$ cat config.mk
export PLATFORM = sky130hd
export DESIGN_NAME = http_chunked_decoder
export DESIGN_NICKNAME = d
export VERILOG_FILES = /design/src/rtl/hcd_pkg.sv /design/src/rtl/hcd_in_stage.sv /design/src/rtl/hcd_parser.sv /design/src/rtl/http_chunked_decoder.sv
export SDC_FILE = /design/constraint.sdc
export NUM_CORES = 1
export LEC_CHECK = 0
export BUFFER_PORTS_ARGS = -buffer_cell sky130_fd_sc_hd__buf_2
export CAP_MARGIN = 20
export CORE_UTILIZATION = 55
export DETAILED_ROUTE_END_ITERATION = 12
export PLACE_DENSITY = 0.7
export SLEW_MARGIN = 10
export SYNTH_ARGS = -nofsm -noshare
export SYNTH_HDL_FRONTEND = slang
export SYNTH_HIERARCHICAL = 1
export SYNTH_SLANG_ARGS = --single-unit
export TNS_END_PERCENT = 30
$ cat constraint.sdc
create_clock -name clk -period 4.35 [get_ports clk]
set_clock_uncertainty 0.1 [all_clocks]
set_input_delay 1.0875 -clock clk [delete_from_list [all_inputs] [get_ports clk]]
set_output_delay 1.0875 -clock clk [all_outputs]
set_load 0.01 [all_outputs]
$ cat src/rtl/hcd_pkg.sv
`timescale 1ns / 1ps

package hcd_pkg;

    localparam int unsigned SizeWidth  = 32;
    localparam int unsigned MaxDigits  = 8;
    localparam logic [SizeWidth-1:0] MaxChunkReset = 32'h0001_0000;

    localparam logic [7:0] ChCr = 8'h0D;
    localparam logic [7:0] ChLf = 8'h0A;

    // Parser phases.
    localparam logic [3:0] PH_SIZE    = 4'd0;
    localparam logic [3:0] PH_SIZE_LF = 4'd1;
    localparam logic [3:0] PH_DATA    = 4'd2;
    localparam logic [3:0] PH_DATA_CR = 4'd3;
    localparam logic [3:0] PH_DATA_LF = 4'd4;
    localparam logic [3:0] PH_END_CR  = 4'd5;
    localparam logic [3:0] PH_END_LF  = 4'd6;
    localparam logic [3:0] PH_CLOSED  = 4'd7;

    // Result kinds.
    localparam logic [2:0] K_FRAME  = 3'd0;
    localparam logic [2:0] K_DATA   = 3'd1;
    localparam logic [2:0] K_END    = 3'd2;
    localparam logic [2:0] K_PROTO  = 3'd3;
    localparam logic [2:0] K_SIZE   = 3'd4;
    localparam logic [2:0] K_CLOSED = 3'd5;

    typedef struct packed {
        logic       valid;
        logic [7:0] data;
    } hcd_item_t;

    typedef struct packed {
        logic [2:0] kind;
        logic [7:0] out_byte;
    } hcd_result_t;

    typedef struct packed {
        logic       is_hex;
        logic [3:0] value;
    } hcd_hex_t;

    function automatic hcd_hex_t hex_digit(input logic [7:0] b);
        hcd_hex_t r;
        r.is_hex = 1'b1;
        r.value  = 4'd0;
        if (b >= 8'h30 && b <= 8'h39) begin
            r.value = b[3:0];
        end
        else if ((b >= 8'h61 && b <= 8'h66) || (b >= 8'h41 && b <= 8'h46)) begin
            // Letters a..f and A..F share the low three bits: 1..6 maps to 10..15.
            r.value = 4'(b[2:0] + 3'd1) + 4'd8;
        end
        else begin
            r.is_hex = 1'b0;
        end
        return r;
    endfunction

endpackage

$ cat src/rtl/hcd_in_stage.sv
`timescale 1ns / 1ps

module hcd_in_stage import hcd_pkg::*;
(
    input  logic      clk,
    input  logic      rst_n,
    input  logic      in_valid,
    output logic      in_stall,
    input  logic [7:0] in_byte,
    input  logic      advance,
    output hcd_item_t item
);

    logic       valid_reg;
    logic       valid_next;
    logic [7:0] data_reg;
    logic       accept;

    assign in_stall = valid_reg && !advance;
    assign accept   = in_valid && !in_stall;

    always_comb
    begin
        valid_next = valid_reg;
        if (accept)
        begin
            valid_next = 1'b1;
        end
        else if (advance)
        begin
            valid_next = 1'b0;
        end
    end

    always_ff @(posedge clk or negedge rst_n)
    begin
        if (!rst_n)
        begin
            valid_reg <= 1'b0;
        end
        else
        begin
            valid_reg <= valid_next;
        end
    end

    always_ff @(posedge clk)
    begin
        if (accept)
        begin
            data_reg <= in_byte;
        end
    end

    assign item.valid = valid_reg;
    assign item.data  = data_reg;

endmodule

$ cat src/rtl/hcd_parser.sv
`timescale 1ns / 1ps

module hcd_parser import hcd_pkg::*;
(
    input  logic                 clk,
    input  logic                 rst_n,
    input  logic                 cfg_we,
    input  logic [SizeWidth-1:0] cfg_data,
    input  hcd_item_t            item,
    input  logic                 advance,
    output hcd_result_t          result
);

    logic [SizeWidth-1:0] max_chunk_reg;
    logic [3:0]           phase_reg;
    logic [3:0]           phase_next;
    logic [SizeWidth-1:0] size_accum_reg;
    logic [SizeWidth-1:0] size_accum_next;
    logic [3:0]           digit_count_reg;
    logic [3:0]           digit_count_next;
    logic [SizeWidth-1:0] bytes_left_reg;
    logic [SizeWidth-1:0] bytes_left_next;
    hcd_hex_t             hex;
    logic [7:0]           b;

    assign b   = item.data;
    assign hex = hex_digit(b);

    always_comb
    begin
        phase_next       = phase_reg;
        size_accum_next  = size_accum_reg;
        digit_count_next = digit_count_reg;
        bytes_left_next  = bytes_left_reg;
        result.kind      = K_FRAME;
        result.out_byte  = 8'd0;
        unique case (phase_reg)
            PH_SIZE:
            begin
                if (b == ChCr)
                begin
                    phase_next = PH_SIZE_LF;
                end
                else if (!hex.is_hex)
                begin
                    result.kind = K_PROTO;
                    phase_next  = PH_CLOSED;
                end
                else if (digit_count_reg >= 4'(MaxDigits))
                begin
                    result.kind = K_SIZE;
                    phase_next  = PH_CLOSED;
                end
                else
                begin
                    size_accum_next  = {size_accum_reg[SizeWidth-5:0], hex.value};
                    digit_count_next = digit_count_reg + 4'd1;
                end
            end
            PH_SIZE_LF:
            begin
                if (b != ChLf)
                begin
                    result.kind = K_PROTO;
                    phase_next  = PH_CLOSED;
                end
                else if (size_accum_reg > max_chunk_reg)
                begin
                    result.kind = K_SIZE;
                    phase_next  = PH_CLOSED;
                end
                else if (size_accum_reg == '0)
                begin
                    phase_next = PH_END_CR;
                end
                else
                begin
                    bytes_left_next = size_accum_reg;
                    phase_next      = PH_DATA;
                end
            end
            PH_DATA:
            begin
                result.kind     = K_DATA;
                result.out_byte = b;
                if (bytes_left_reg != '0)
                begin
                    bytes_left_next = bytes_left_reg - 1'b1;
                end
                if (bytes_left_reg <= SizeWidth'(1))
                begin
                    phase_next = PH_DATA_CR;
                end
            end
            PH_DATA_CR, PH_END_CR:
            begin
                if (b == ChCr)
                begin
                    phase_next = phase_reg + 4'd1;
                end
                else
                begin
                    result.kind = K_PROTO;
                    phase_next  = PH_CLOSED;
                end
            end
            PH_DATA_LF:
            begin
                if (b == ChLf)
                begin
                    phase_next       = PH_SIZE;
                    size_accum_next  = '0;
                    digit_count_next = 4'd0;
                end
                else
                begin
                    result.kind = K_PROTO;
                    phase_next  = PH_CLOSED;
                end
            end
            PH_END_LF:
            begin
                result.kind = (b == ChLf) ? K_END : K_PROTO;
                phase_next  = PH_CLOSED;
            end
            default:
            begin
                result.kind = K_CLOSED;
                phase_next  = PH_CLOSED;
            end
        endcase
    end

    always_ff @(posedge clk or negedge rst_n)
    begin
        if (!rst_n)
        begin
            max_chunk_reg   <= MaxChunkReset;
            phase_reg       <= PH_SIZE;
            size_accum_reg  <= '0;
            digit_count_reg <= 4'd0;
            bytes_left_reg  <= '0;
        end
        else
        begin
            if (cfg_we)
            begin
                max_chunk_reg <= cfg_data;
            end
            if (advance)
            begin
                phase_reg       <= phase_next;
                size_accum_reg  <= size_accum_next;
                digit_count_reg <= digit_count_next;
                bytes_left_reg  <= bytes_left_next;
            end
        end
    end

endmodule

$ cat src/rtl/http_chunked_decoder.sv
`timescale 1ns / 1ps
// A byte accepted into the input register is parsed combinationally and moves,
// with its result, into the result register when that register is empty or
// its transaction completes. One byte per cycle is taken while out_stall is low;
// the parse state updates as a byte moves from the input to the result register.
// Reset (rst_n, asynchronous, active low) empties both registers, returns the
// parser to the size line and sets the chunk size limit to 65536.

module http_chunked_decoder import hcd_pkg::*;
(
    input  logic                 clk,
    input  logic                 rst_n,
    input  logic                 cfg_we,
    input  logic [SizeWidth-1:0] cfg_data,
    input  logic                 in_valid,
    output logic                 in_stall,
    input  logic [7:0]           in_byte,
    output logic                 out_valid,
    input  logic                 out_stall,
    output logic [2:0]           kind,
    output logic [7:0]           out_byte
);

    hcd_item_t   item;
    hcd_result_t result;
    logic        advance;
    logic        out_valid_reg;
    logic        out_valid_next;
    hcd_result_t out_reg;

    // A byte moves into the result register when that register is empty or
    // its transaction completes in this cycle.
    assign advance = item.valid && (!out_valid_reg || !out_stall);

    hcd_in_stage u_in_stage (
        .clk      (clk),
        .rst_n    (rst_n),
        .in_valid (in_valid),
        .in_stall (in_stall),
        .in_byte  (in_byte),
        .advance  (advance),
        .item     (item)
    );

    hcd_parser u_parser (
        .clk      (clk),
        .rst_n    (rst_n),
        .cfg_we   (cfg_we),
        .cfg_data (cfg_data),
        .item     (item),
        .advance  (advance),
        .result   (result)
    );

    always_comb
    begin
        out_valid_next = out_valid_reg;
        if (advance)
        begin
            out_valid_next = 1'b1;
        end
        else if (!out_stall)
        begin
            out_valid_next = 1'b0;
        end
    end

    always_ff @(posedge clk or negedge rst_n)
    begin
        if (!rst_n)
        begin
            out_valid_reg <= 1'b0;
        end
        else
        begin
            out_valid_reg <= out_valid_next;
        end
    end

    always_ff @(posedge clk)
    begin
        if (advance)
        begin
            out_reg <= result;
        end
    end

    assign out_valid = out_valid_reg;
    assign kind      = out_reg.kind;
    assign out_byte  = out_reg.out_byte;

endmodule

# Word-level counts from Yosys, hierarchy flattened
# Cells that the tools add are included.
classes:
  add_sub_neg: 5
  magnitude_cmp: 9
  eq_ne: 20
  n_mux: 42
  reduce_logical: 22
ops:
  columns: ["op", "count"]
  rows:
  - ["$mux W32", 8]
  - ["$pmux W32 S2", 2]
  - ["$mux W4", 13]
  - ["$gt A32 B32 Y1", 1]
  - ["$le A32 B1 Y1 const B", 1]
  - ["$logic_not A32 Y1", 1]
  - ["$reduce_bool A32 Y1", 1]
  - ["$sub A32 B1 Y32 const B", 1]
  - ["$mux W3", 7]
  - ["$pmux W4 S5", 1]
  - ["$pmux W3 S6", 1]
  - ["$eq A8 B4 Y1 const B", 2]
  - ["$ge A8 B7 Y1 const B", 2]
  - ["$le A8 B7 Y1 const B", 2]
  - ["$eq A4 B3 Y1 const B", 3]
  - ["$reduce_and A6 Y1", 2]
  - ["$ne A2 B1 Y1 const B", 5]
  - ["$ne A2 B2 Y1 const B", 5]
  - ["$add A4 B1 Y4 const B", 2]
  - ["$eq A4 B2 Y1 const B", 2]
  - ["$ge A8 B6 Y1 const B", 1]
  - ["$le A8 B6 Y1 const B", 1]
  - ["$ne A8 B4 Y1 const B", 1]
  - ["$pmux W4 S2", 1]
  - ["14 further kinds", 32]
totals:
  regBits: 125
  inputBits: 45
  out_inout_bits: 13
  wordCells: 108

# Longest topological paths before layout
# Gate-level depths: netlist of the first run.
logic_depth:
  depth_word: 9
  mapped_depth: 13
  ltp_nobuf: 10

# By module
# Netlist of the first run, hierarchy kept.
by_module_without_submodules:
  columns: ["module", "instances", "cells_each", "area_each_um2", "seq_area_each_um2"]
  rows:
  - ["hcd_parser", 1, 757, 6382.4, 2603.7]
  - ["http_chunked_decoder", 1, 14, 374.1, 355.3]
  - ["hcd_in_stage", 1, 14, 305.3, 265.3]

# Least setup slack after synthesis of the first run
# Ideal clock, no wire load.
synth_timing:
  path_kind: "input to output"
  from: "input out_stall"
  to: "output in_stall"
  arrival_ps: 1898
  required_time_ps: 3163
  slack_ps: 1265
  stages: 3
  path_buffers: 0
  path_cell_list: "a21boi_2 > nand2b_4 > inv_1"
synth_via:
  elab_chain_len: 5
synth_lines:
  columns: ["element", "line_no", "text"]
  rows:
  - ["from (decl)", "http_chunked_decoder.sv:19", "input logic out_stall,"]
  - ["$logic_not A1 Y1", null, null]
  - ["$logic_or A1 B1 Y1", "http_chunked_decoder.sv:33", "assign advance = item.valid && (!out_valid_reg || !out_stall);"]
  - ["$logic_and A1 B1 Y1", "http_chunked_decoder.sv:33", null]
  - ["$logic_not A1 Y1", "hcd_in_stage.sv:19", "assign in_stall = valid_reg && !advance;"]
  - ["$logic_and A1 B1 Y1", "hcd_in_stage.sv:19", null]
  - ["to (decl)", "http_chunked_decoder.sv:16", "output logic in_stall,"]
# Every way passes these cells.

# Final worst setup path of the first run
layout_timing:
  from: "register u_parser.size_accum_reg[27]"
  to: "register u_parser.bytes_left_reg[0]"
layout_via:
  elab_chain_len: 3
  word_cells_on_any_way: 5
  cone_classes: "order compare (1); eq/ne (2); reduce/logical (2)"
layout_lines:
  columns: ["element", "line_no", "text"]
  rows:
  - ["from (decl)", "hcd_parser.sv:17", "logic [SizeWidth-1:0] size_accum_reg;"]
  - ["from (signal assigned)", "hcd_parser.sv:153", "size_accum_reg <= size_accum_next;"]
  - ["$gt A32 B32 Y1 / $logic_not A32 Y1 (equally long branches)", "hcd_parser.sv:67, hcd_parser.sv:72", null]
  - ["$ne A2 B2 Y1 (no line)", null, null]
  - ["$reduce_and A6 Y1 (no line) (*)", null, null]
  - ["to (signal assigned)", "hcd_parser.sv:155", "bytes_left_reg <= bytes_left_next;"]
  - ["to (decl)", "hcd_parser.sv:21", "logic [SizeWidth-1:0] bytes_left_reg;"]
# Mark *: on every way between the ends. The rest lies on a longest branch, timed or not.
# A chain may end at the register's enable or synchronous reset.

==> impl_results.md, run 1 <==
* Outcome: completed
* Top_reg_cell synth: dfrtp_1
* # nets final at 915
* Die Wd at 115 µm
* Placement Setup Slack at 1020 ps
* CTS buffer count at 17
* Largest net degree at the start of global routing at 64
* Initial core utilization at 0.562
* Mapped cell area at 7060 µm²
* Hold crit path type: reg -> reg
* Hold_sp: u_parser/bytes_left_reg[5]
* DP Wirelength at between 10000 and 15000 µm
* PostCTS Resize Cnt at 0
* CP Cell Sequence: ha_1 > nand4_1 > or2_1 > or3_1 > or4_1 > nor2_1 > or3_1 > buf_4 > nand2_1 > o2bb2ai_1
* Post-DR vias/cell at 6.01
* Syn Area/Cell at 9.00 µm²
* # DRC at 0
* Area Overhead vs Synth at 13.6%
* Port-buffer cells at 57
* VDD IR max at 0.000397 V
* Register area share after synthesis at 0.457
* Placed cell count at a little under 1000
* Hold_buf cts at 0
* H-tree levels at 4
* Critical Path RT at 4590 ps
* Crit path kind: reg -> reg
* Vias in the first global route at between 5000 and 6000
* Max Cap Violations at 0
* Pins over their slew limit at 0
* DR iter-0 viols at 694
* Final cell utilization of the core at 0.638
* FF+latch count, synth at 125
* Clock root buffer: clkbuf_16
* Worst-case clock buffer depth at 2
* Post-synth cell types at 70
* CTS tree: yes
* Core area at 12600 µm²
* Overall Power at 3.72 mW
* IO Pins at 58
* Post-synthesis cell count at 785
* Finish-stage setup viols at 0
* CP most frequent cell: or3_1
* Worst-margin pin slew at 900 ps
* Most frequent cells in the layout: 137 x nand2_1, 105 x dfrtp_1, 97 x o21ai_0
* First-pass GRT wire length at 28600 µm
* Post-route setup TNS at 0 ps
* Routed wire length at 17600 µm
* Clock Pin Slew Worst Setup and Hold Paths at 50 ps
* Met2 GRT Util at 0.458
* Max stage delay on crit path at between 400 and 500 ps
* Slew HR at 0.395
* Reg2Reg Launch Point: u_parser/size_accum_reg[27]
* Final Hold Violating Endpoints at 0
* Die height at 115 µm
* Drt pass-1 iters at 5
* Die area at 13300 µm²
* Routing usage on met1 at 0.362
* Layout Cells excl Fill at around 1000
* Final worst-path cycle share at 0.781
* WP data arrival at 3640 ps
* Post-synth EDFFs at 19
* WP buf/inv at 1
* Crit-path max FO at 34
* Crit path max-delay cell type: or4_1
* N_diodes at 0
* Crit. End Element: register
* Total Routing Usage GR at 0.284
* Minimum clock period after layout at 3400 ps
* Synth warn at 6
* Met3 GRT Util at 0.0664
* Rows at 41
* Slack of the worst reg-to-reg path at between 900 and 1000 ps
* Pleak at 3.46 nW
* Setup Fix Bufs, Post-CTS at 0
* Gp weighted congestion at about 0.88
* Clock insertion delay at the later pin of the skew report at 430 ps
* Fraction of layout cells with a size suffix above 1 at 0.161
* DR vias at 6075
* Remaining antenna violation count after routing at 0
* Crit start category: register
* Setup slack after layout at 953 ps
* Initial antenna violation count at 0
* CTS Sinks at 125
* CP top delay family: simple AND/OR/NAND/NOR gates
* Async SR Flop Fraction at 0.848
* Hold Path Stages at 1
* RSZ-0062 raised after global routing: false
* Wire per inst at 17.4 µm
* Syn Nets at 874
* Remaining global-route overflow at 0
* Hold endpoint: u_parser/bytes_left_reg[5]
* Fmax at 294 MHz
* Power Density at 464 nW/µm²
* Worst r2r dst: u_parser/bytes_left_reg[0]
* GRT Max-Usage Layer: met2
* FF-to-FF path depth at 10
* Most common cell after layout, fill and taps aside: nand2_1
==> report_power, final <==
group	switching (mW)	total [mW]	leakage [nW]	internal, mW
clock network	0.539	1.37	0.280	0.832
logic	0.499	0.804	1.63	0.305
registers	0.185	1.55	1.55	1.36
==> stage by stage <==
stage,instance area [µm²],hold WS [ps]
5_1_grt,8020,420
2_1_floorplan,7060,357
3_5_place_dp,7440,381
6_report,8020,397
4_1_cts,8020,396
3_3_place_gp,7440,379
==> per-layer routing <==
metal / wire, µm / part of all wire
met5: 0 / 0
met4: 534 / 0.030
met3: 1140 / 0.065
met2: 8460 / 0.48
met1: 7460 / 0.42
==> synthesized netlist by cell type, drive strengths merged (3+ instances only) <==
library cell,number,share of area
or4,4,0.0048
a21oi,65,0.057
clkbuf,32,0.017
o21ai,98,0.069
nor2,44,0.026
o41ai,4,0.0050
and3,6,0.0053
nor2b,3,0.0027
buf,12,0.012
nand2b,5,0.0055
nand3,23,0.016
or3,4,0.0035
nor3,12,0.0092
nand4b,4,0.0050
dfrtp,105,0.37
nand4,11,0.0097
a31oi,12,0.011
nor3b,4,0.0050
and2,7,0.0073
ha,44,0.078
edfxtp,19,0.081
nand2,137,0.073
a22o,5,0.0062
o2bb2ai,7,0.0087
a22oi,5,0.0060
inv,44,0.023
o21a,4,0.0043
o211ai,6,0.0064
nor4,16,0.015
o31ai,8,0.0085
==> worst max path at each step <==
stage | start | end | depth (start not counted)
2_1_floorplan | out_stall | in_stall | 3
3_3_place_gp | u_parser/size_accum_reg[27] | u_parser/bytes_left_reg[1] | 9
3_5_place_dp | u_in_stage/data_reg[1] | u_parser/size_accum_reg[3] | 9
4_1_cts | u_parser/size_accum_reg[27] | u_parser/bytes_left_reg[0] | 10
5_1_grt | u_parser/size_accum_reg[27] | u_parser/bytes_left_reg[13] | 10
6_report | u_parser/size_accum_reg[27] | u_parser/bytes_left_reg[0] | 10
==> kinds of logic after synthesis <==
logic type      synth area share
simple gates               0.198
compound gates             0.205
buf+inv                   0.0528
mux                      0.00656
fa+ha+maj                 0.0780
xor+xnor                 0.00248
flops                      0.457
==> worst reg2reg max path: stages (launching register included) <==
cell and delay, ps:
dfrtp_1 430, ha_1 340, nand4_1 180, or2_1 270
or3_1 430, or4_1 470, nor2_1 120, or3_1 120
buf_4 350, nand2_1 290, o2bb2ai_1 220
==> layout make-up <==
type,instances,area (µm²)
clock inverters,13,116
well taps,172,215
inverters,44,165
clock buffers,19,464
flip-flops and latches,125,3220
multi-input cells,572,3470
repair buffers,66,368
fillers,1066,4550
Power figures use the tool's default switching activity.
==> run 2: changes to the inputs <==
PLACE_DENSITY = 0.73   (was 0.7)
clock period = 3.1 ns   (was 4.35 ns; I/O delays follow)
==> impl_results.md, run 2 (synthesis gave the netlist of run 1 again) <==
* Outcome: completed
* DP Wirelength at approximately 12000 µm
* Crit. End Element: register
* Max Cap Violations at 0
* DR vias at 6227
* Footprint of the multi-input gates at 3500 µm²
* Max stage delay on crit path at 420 ps
* IO Pins at 58
* Pins over their slew limit at 0
* Area Overhead vs Synth at 19.0%
* Hold_buf cts at 0
* DR iter-0 viols at between 600 and 700
* Worst-margin pin slew at 657 ps
* Most common cell after layout, fill and taps aside: nand2_1
* Crit path kind: reg -> reg
* Core area at between 10000 and 15000 µm²
* Final Hold Violating Endpoints at 0
* Crit-path max FO at 4
* Most frequent cells in the layout: 136 x nand2_1, 105 x dfrtp_1, 96 x o21ai_0
* Final cell utilization of the core at 0.669
* Post-route setup TNS at 0 ps
* Post-DR vias/cell at 5.91
* N_diodes at 0
* WP data arrival at 3200 ps
* Routed wire length at 17900 µm
* Gp weighted congestion at 0.939
* RSZ-0062 raised after global routing: false
* Die height at 115 µm
* Clock insertion delay at the later pin of the skew report at 420 ps
* Power Density at 635 nW/µm²
* Reg area at 3220 µm²
* Initial core utilization at 0.562
* H-tree levels at 4
* Slew HR at 0.558
* Crit start category: register
* Vias in the first global route at ~6100
* First-pass GRT wire length at 29300 µm
* Die area at 13300 µm²
* CTS tree: yes
* Clock root buffer: clkbuf_16
* Drt pass-1 iters at 5
* Minimum clock period after layout at 2990 ps
* VDD IR max at 0.000497 V
* Metal-1 WL at 7710 µm
* Top Metal Used: met4
* Rows at 41
* Hold crit path type: in -> async
* CP most frequent cell: or3_4
* Placed cell count at between 1000 and 1500
* Worst-case clock buffer depth at 2
* CTS Sinks at 125
* Total Routing Usage GR at 0.289
* Fraction of layout cells with a size suffix above 1 at 0.202
* Routed wl met3 at 1160 µm
* Clock Pin Slew Worst Setup and Hold Paths at ~60 ps
* Remaining global-route overflow at 0
* Wire per inst at 17.0 µm
* WP buf/inv at 0
* Finish-stage setup viols at 0
* Layout Cells excl Fill at 1053
* Die Wd at approximately 120 µm
* CTS buffer count at 17
* Crit path max-delay cell type: or3_4
* Critical Path RT at 3300 ps
* Initial antenna violation count at 0
* Hold_ws at roughly 160 ps
* Port-buffer cells at 57
* # nets final at 957
* Pleak at 3.71 nW
* Overall Power at 5.34 mW
* Fmax at 334 MHz
* WL met2 at approximately 8600 µm
* Largest net degree at the start of global routing at 65
* # fillers at between 900 and 1000
* Final worst-path cycle share at 0.965
* CP top delay family: simple AND/OR/NAND/NOR gates
* # DRC at 0
* Remaining antenna violation count after routing at 0
* CP Cell Sequence: ha_1 > nand4_1 > or2_1 > or3_4 > or4_4 > nor2_1 > or3_4 > and2_4 > mux2_4
-- run 2: cell types whose count changed in the layout (fill, tap and decap cells not counted), moves of 2 or more --
cell / change
clkbuf_1: +3
clkinv_1: +2
buf_4: +39
buf_12: +2
or3_4: +2
clkinv_2: -2
clkinv_4: -4
or3_1: -2
bufinv_16: +2
-- run 2: worst paths after layout --
check,slack [ps],startpoint,depth (start not counted),end
min in group clk,410,u_parser/bytes_left_reg[5],1,u_parser/bytes_left_reg[5]
setup reg to reg,110,u_parser/size_accum_reg[27],9,u_parser/bytes_left_reg[1]
hold / removal,160,rst_n,1,u_parser/max_chunk_reg[26]
setup / recovery,110,u_parser/size_accum_reg[27],9,u_parser/bytes_left_reg[1]
hold reg to reg,410,u_parser/bytes_left_reg[5],1,u_parser/bytes_left_reg[5]
max in group asynchronous,2060,rst_n,2,u_parser/max_chunk_reg[16]
-- run 2: worst register-to-register path, delay by kind of cell, from the launching register on --
family / cells / cell delay, ps
simple gates: 7 / 1760
mux: 1 / 310
flops: 1 / 380
fa+ha+maj: 1 / 320
-- run 2: layout make-up --
class,instances,area share
Clock buffer,20,0.0519
Timing Repair Buffer,108,0.0851
Tap cell,172,0.0256
Clock inverter,12,0.0174
Sequential cell,125,0.384
Inverter,44,0.0196
Multi-Input combinational cell,572,0.417
-- run 2: stage by stage --
| stage | cell area (µm²) | setup slack, ps |
|---|---|---|
| 3_3_place_gp | 7770 | 105 |
| 4_1_cts | 8370 | 37.6 |
| 5_1_grt | 8410 | 3.60 |
| 2_1_floorplan | 7060 | 158 |
| 3_5_place_dp | 7770 | -22.3 |
| 6_report | 8410 | 110 |
-- run 2: layer usage --
metal	GRT usage	vias up
met5	0	-
met4	0.139	0
met3	0.0648	38
met2	0.459	283
met1	0.375	2937
li1	-	2969
-- run 2: power breakdown --
group	switching (mW)	internal, mW
sequential	0.255	1.91
combinational	0.711	0.475
clock	0.731	1.25
total	1.70	3.64
-- run 2: timing repair --
action	in CTS	in global routing
resized for setup	1	10
buffers inserted	2	0
endpoints found under the setup margin	2	30
cloned	0	0
pin swaps	0	5
==> run 3: changes to the inputs <==
CORE_ASPECT_RATIO = 0.75   (was not set)
==> impl_results.md, run 3 (synthesis gave the netlist of run 1 again) <==
* Largest net degree at the start of global routing at 48
* Worst r2r dst: u_parser/bytes_left_reg[1]
* Max Cap Violations at 0
* Final cell utilization of the core at 0.678
* Die height at 100 µm
* Vias in the first global route at 5809
* Remaining antenna violation count after routing at 0
* Clock insertion delay at the later pin of the skew report at about 420 ps
* # DRC at 0
* DR vias at a little over 6000
* Clock root buffer: clkbuf_16
* CTS Sinks at 125
* Finish-stage setup viols at 0
* Post-DR vias/cell at about 6
* Most common cell after layout, fill and taps aside: nand2_1
* Gp weighted congestion at roughly 0.96
* Rows at 35
* Area Overhead vs Synth at 19.0%
* Remaining global-route overflow at 0
* WP data arrival at 3250 ps
* FF-to-FF path depth at 9
* DP Wirelength at 12300 µm
* Crit-path max FO at 4
* Slack of the worst reg-to-reg path at 60 ps
* H-tree levels at 4
* Routed wire length at about 18000 µm
* Outcome: completed
* Overall Power at 5.29 mW
* Slew HR at 0.584
* # nets final at 956
* Clock Pin Slew Worst Setup and Hold Paths at roughly 60 ps
* Power Density at 630 nW/µm²
* Minimum clock period after layout at ~3000 ps
* Fmax at 329 MHz
* Total Routing Usage GR at 0.282
* Worst-case clock buffer depth at 2
* Port-buffer cells at 57
* Most frequent cells in the layout: 136 x nand2_1, 105 x dfrtp_1, 97 x o21ai_0
* Drt pass-1 iters at 6
* Crit. End Element: register
* Pins over their slew limit at 0
* CTS buffer count at 17
* Initial antenna violation count at 0
* IO Pins at 58
* Initial core utilization at 0.570
* Final worst-path cycle share at 0.980
* Pleak at 3.69 nW
* Hold_ws at ~260 ps
* Final Hold Violating Endpoints at 0
* First-pass GRT wire length at 29400 µm
* Placed cell count at 1010
* Worst Setup SP: u_parser/size_accum_reg[25]
* Wire per inst at roughly 17 µm
* Worst-margin pin slew at 622 ps
* Core area at 12400 µm²
* CP endpoint: u_parser/bytes_left_reg[1]
* Critical Path RT at about 3300 ps
* VDD IR max at 0.000433 V
* Reg2Reg Launch Point: u_parser/size_accum_reg[25]
* CTS tree: yes
* Die area at 13300 µm²
* Crit path kind: reg -> reg
* Layout Cells excl Fill at between 1000 and 1500
* Die Wd at between 100 and 150 µm
* Fraction of layout cells with a size suffix above 1 at 0.206
* Crit start category: register
* N_diodes at 0
* Hold_buf cts at 0
* Hold crit path type: in -> async
* DR iter-0 viols at 508
## run 3: how the worst min path moves through the flow
| stage | startpoint | end | slack (ps) | cells past startpoint |
|---|---|---|---|---|
| 2_1_floorplan | u_parser/bytes_left_reg[5] | u_parser/bytes_left_reg[5] | 360 | 1 |
| 3_3_place_gp | u_parser/bytes_left_reg[5] | u_parser/bytes_left_reg[5] | 400 | 1 |
| 3_5_place_dp | u_parser/bytes_left_reg[19] | u_parser/bytes_left_reg[19] | 390 | 1 |
| 4_1_cts | rst_n | u_parser/max_chunk_reg[26] | 300 | 1 |
| 5_1_grt | rst_n | u_parser/max_chunk_reg[23] | 320 | 1 |
| 6_report | rst_n | u_parser/max_chunk_reg[26] | 260 | 1 |
## run 3: what timing repair did
item / 4_1_cts / 5_1_grt
setup buffers: 0 / 2
cloned: 0 / 2
resized for setup: 1 / 6
endpoints found under the setup margin: 7 / 33
pin swaps: 0 / 3
## run 3: report_power, final
part / leakage, nW / total (mW) / switching [mW] / internal [mW]
clock: 0.266 / 1.92 / 0.804 / 1.11
combinational: 1.88 / 1.22 / 0.730 / 0.493
sequential: 1.55 / 2.15 / 0.242 / 1.91
## run 3: routing by layer
metal / up-vias / wire length, µm / track usage
li1: 2968 / - / -
met1: 2948 / 8340 / 0.396
met2: 266 / 7970 / 0.436
met3: 35 / 1280 / 0.0515
met4: 0 / 434 / 0.111
met5: - / 0 / 0
## run 3: critical path, stage by stage (launching register included)
cell,delay (ps)
dfrtp_1,390
ha_1,300
nand4_1,180
or2_1,320
or3_4,410
or4_4,430
nor2_1,120
or3_4,170
and2_4,210
mux2_4,310
## run 3: cell type report
cell class / count / area [µm²]
Timing Repair Buffer: 107 / 739
Tap cell: 166 / 208
Clock buffer: 17 / 425
Multi-Input combinational cell: 572 / 3500
Inverter: 44 / 165
Fill cell: 993 / 3990
Clock inverter: 15 / 138
Sequential cell: 125 / 3220
## run 3: metrics by stage
stage	worst slack [ps]	TNS (ps)	instance area, µm²
after floorplan	158	0	7060
after global placement	82.7	0	7740
after detailed placement	-18.5	-48.7	7740
after CTS	19.4	0	8300
after global routing	-43.5	-219	8400
final	61.0	0	8400
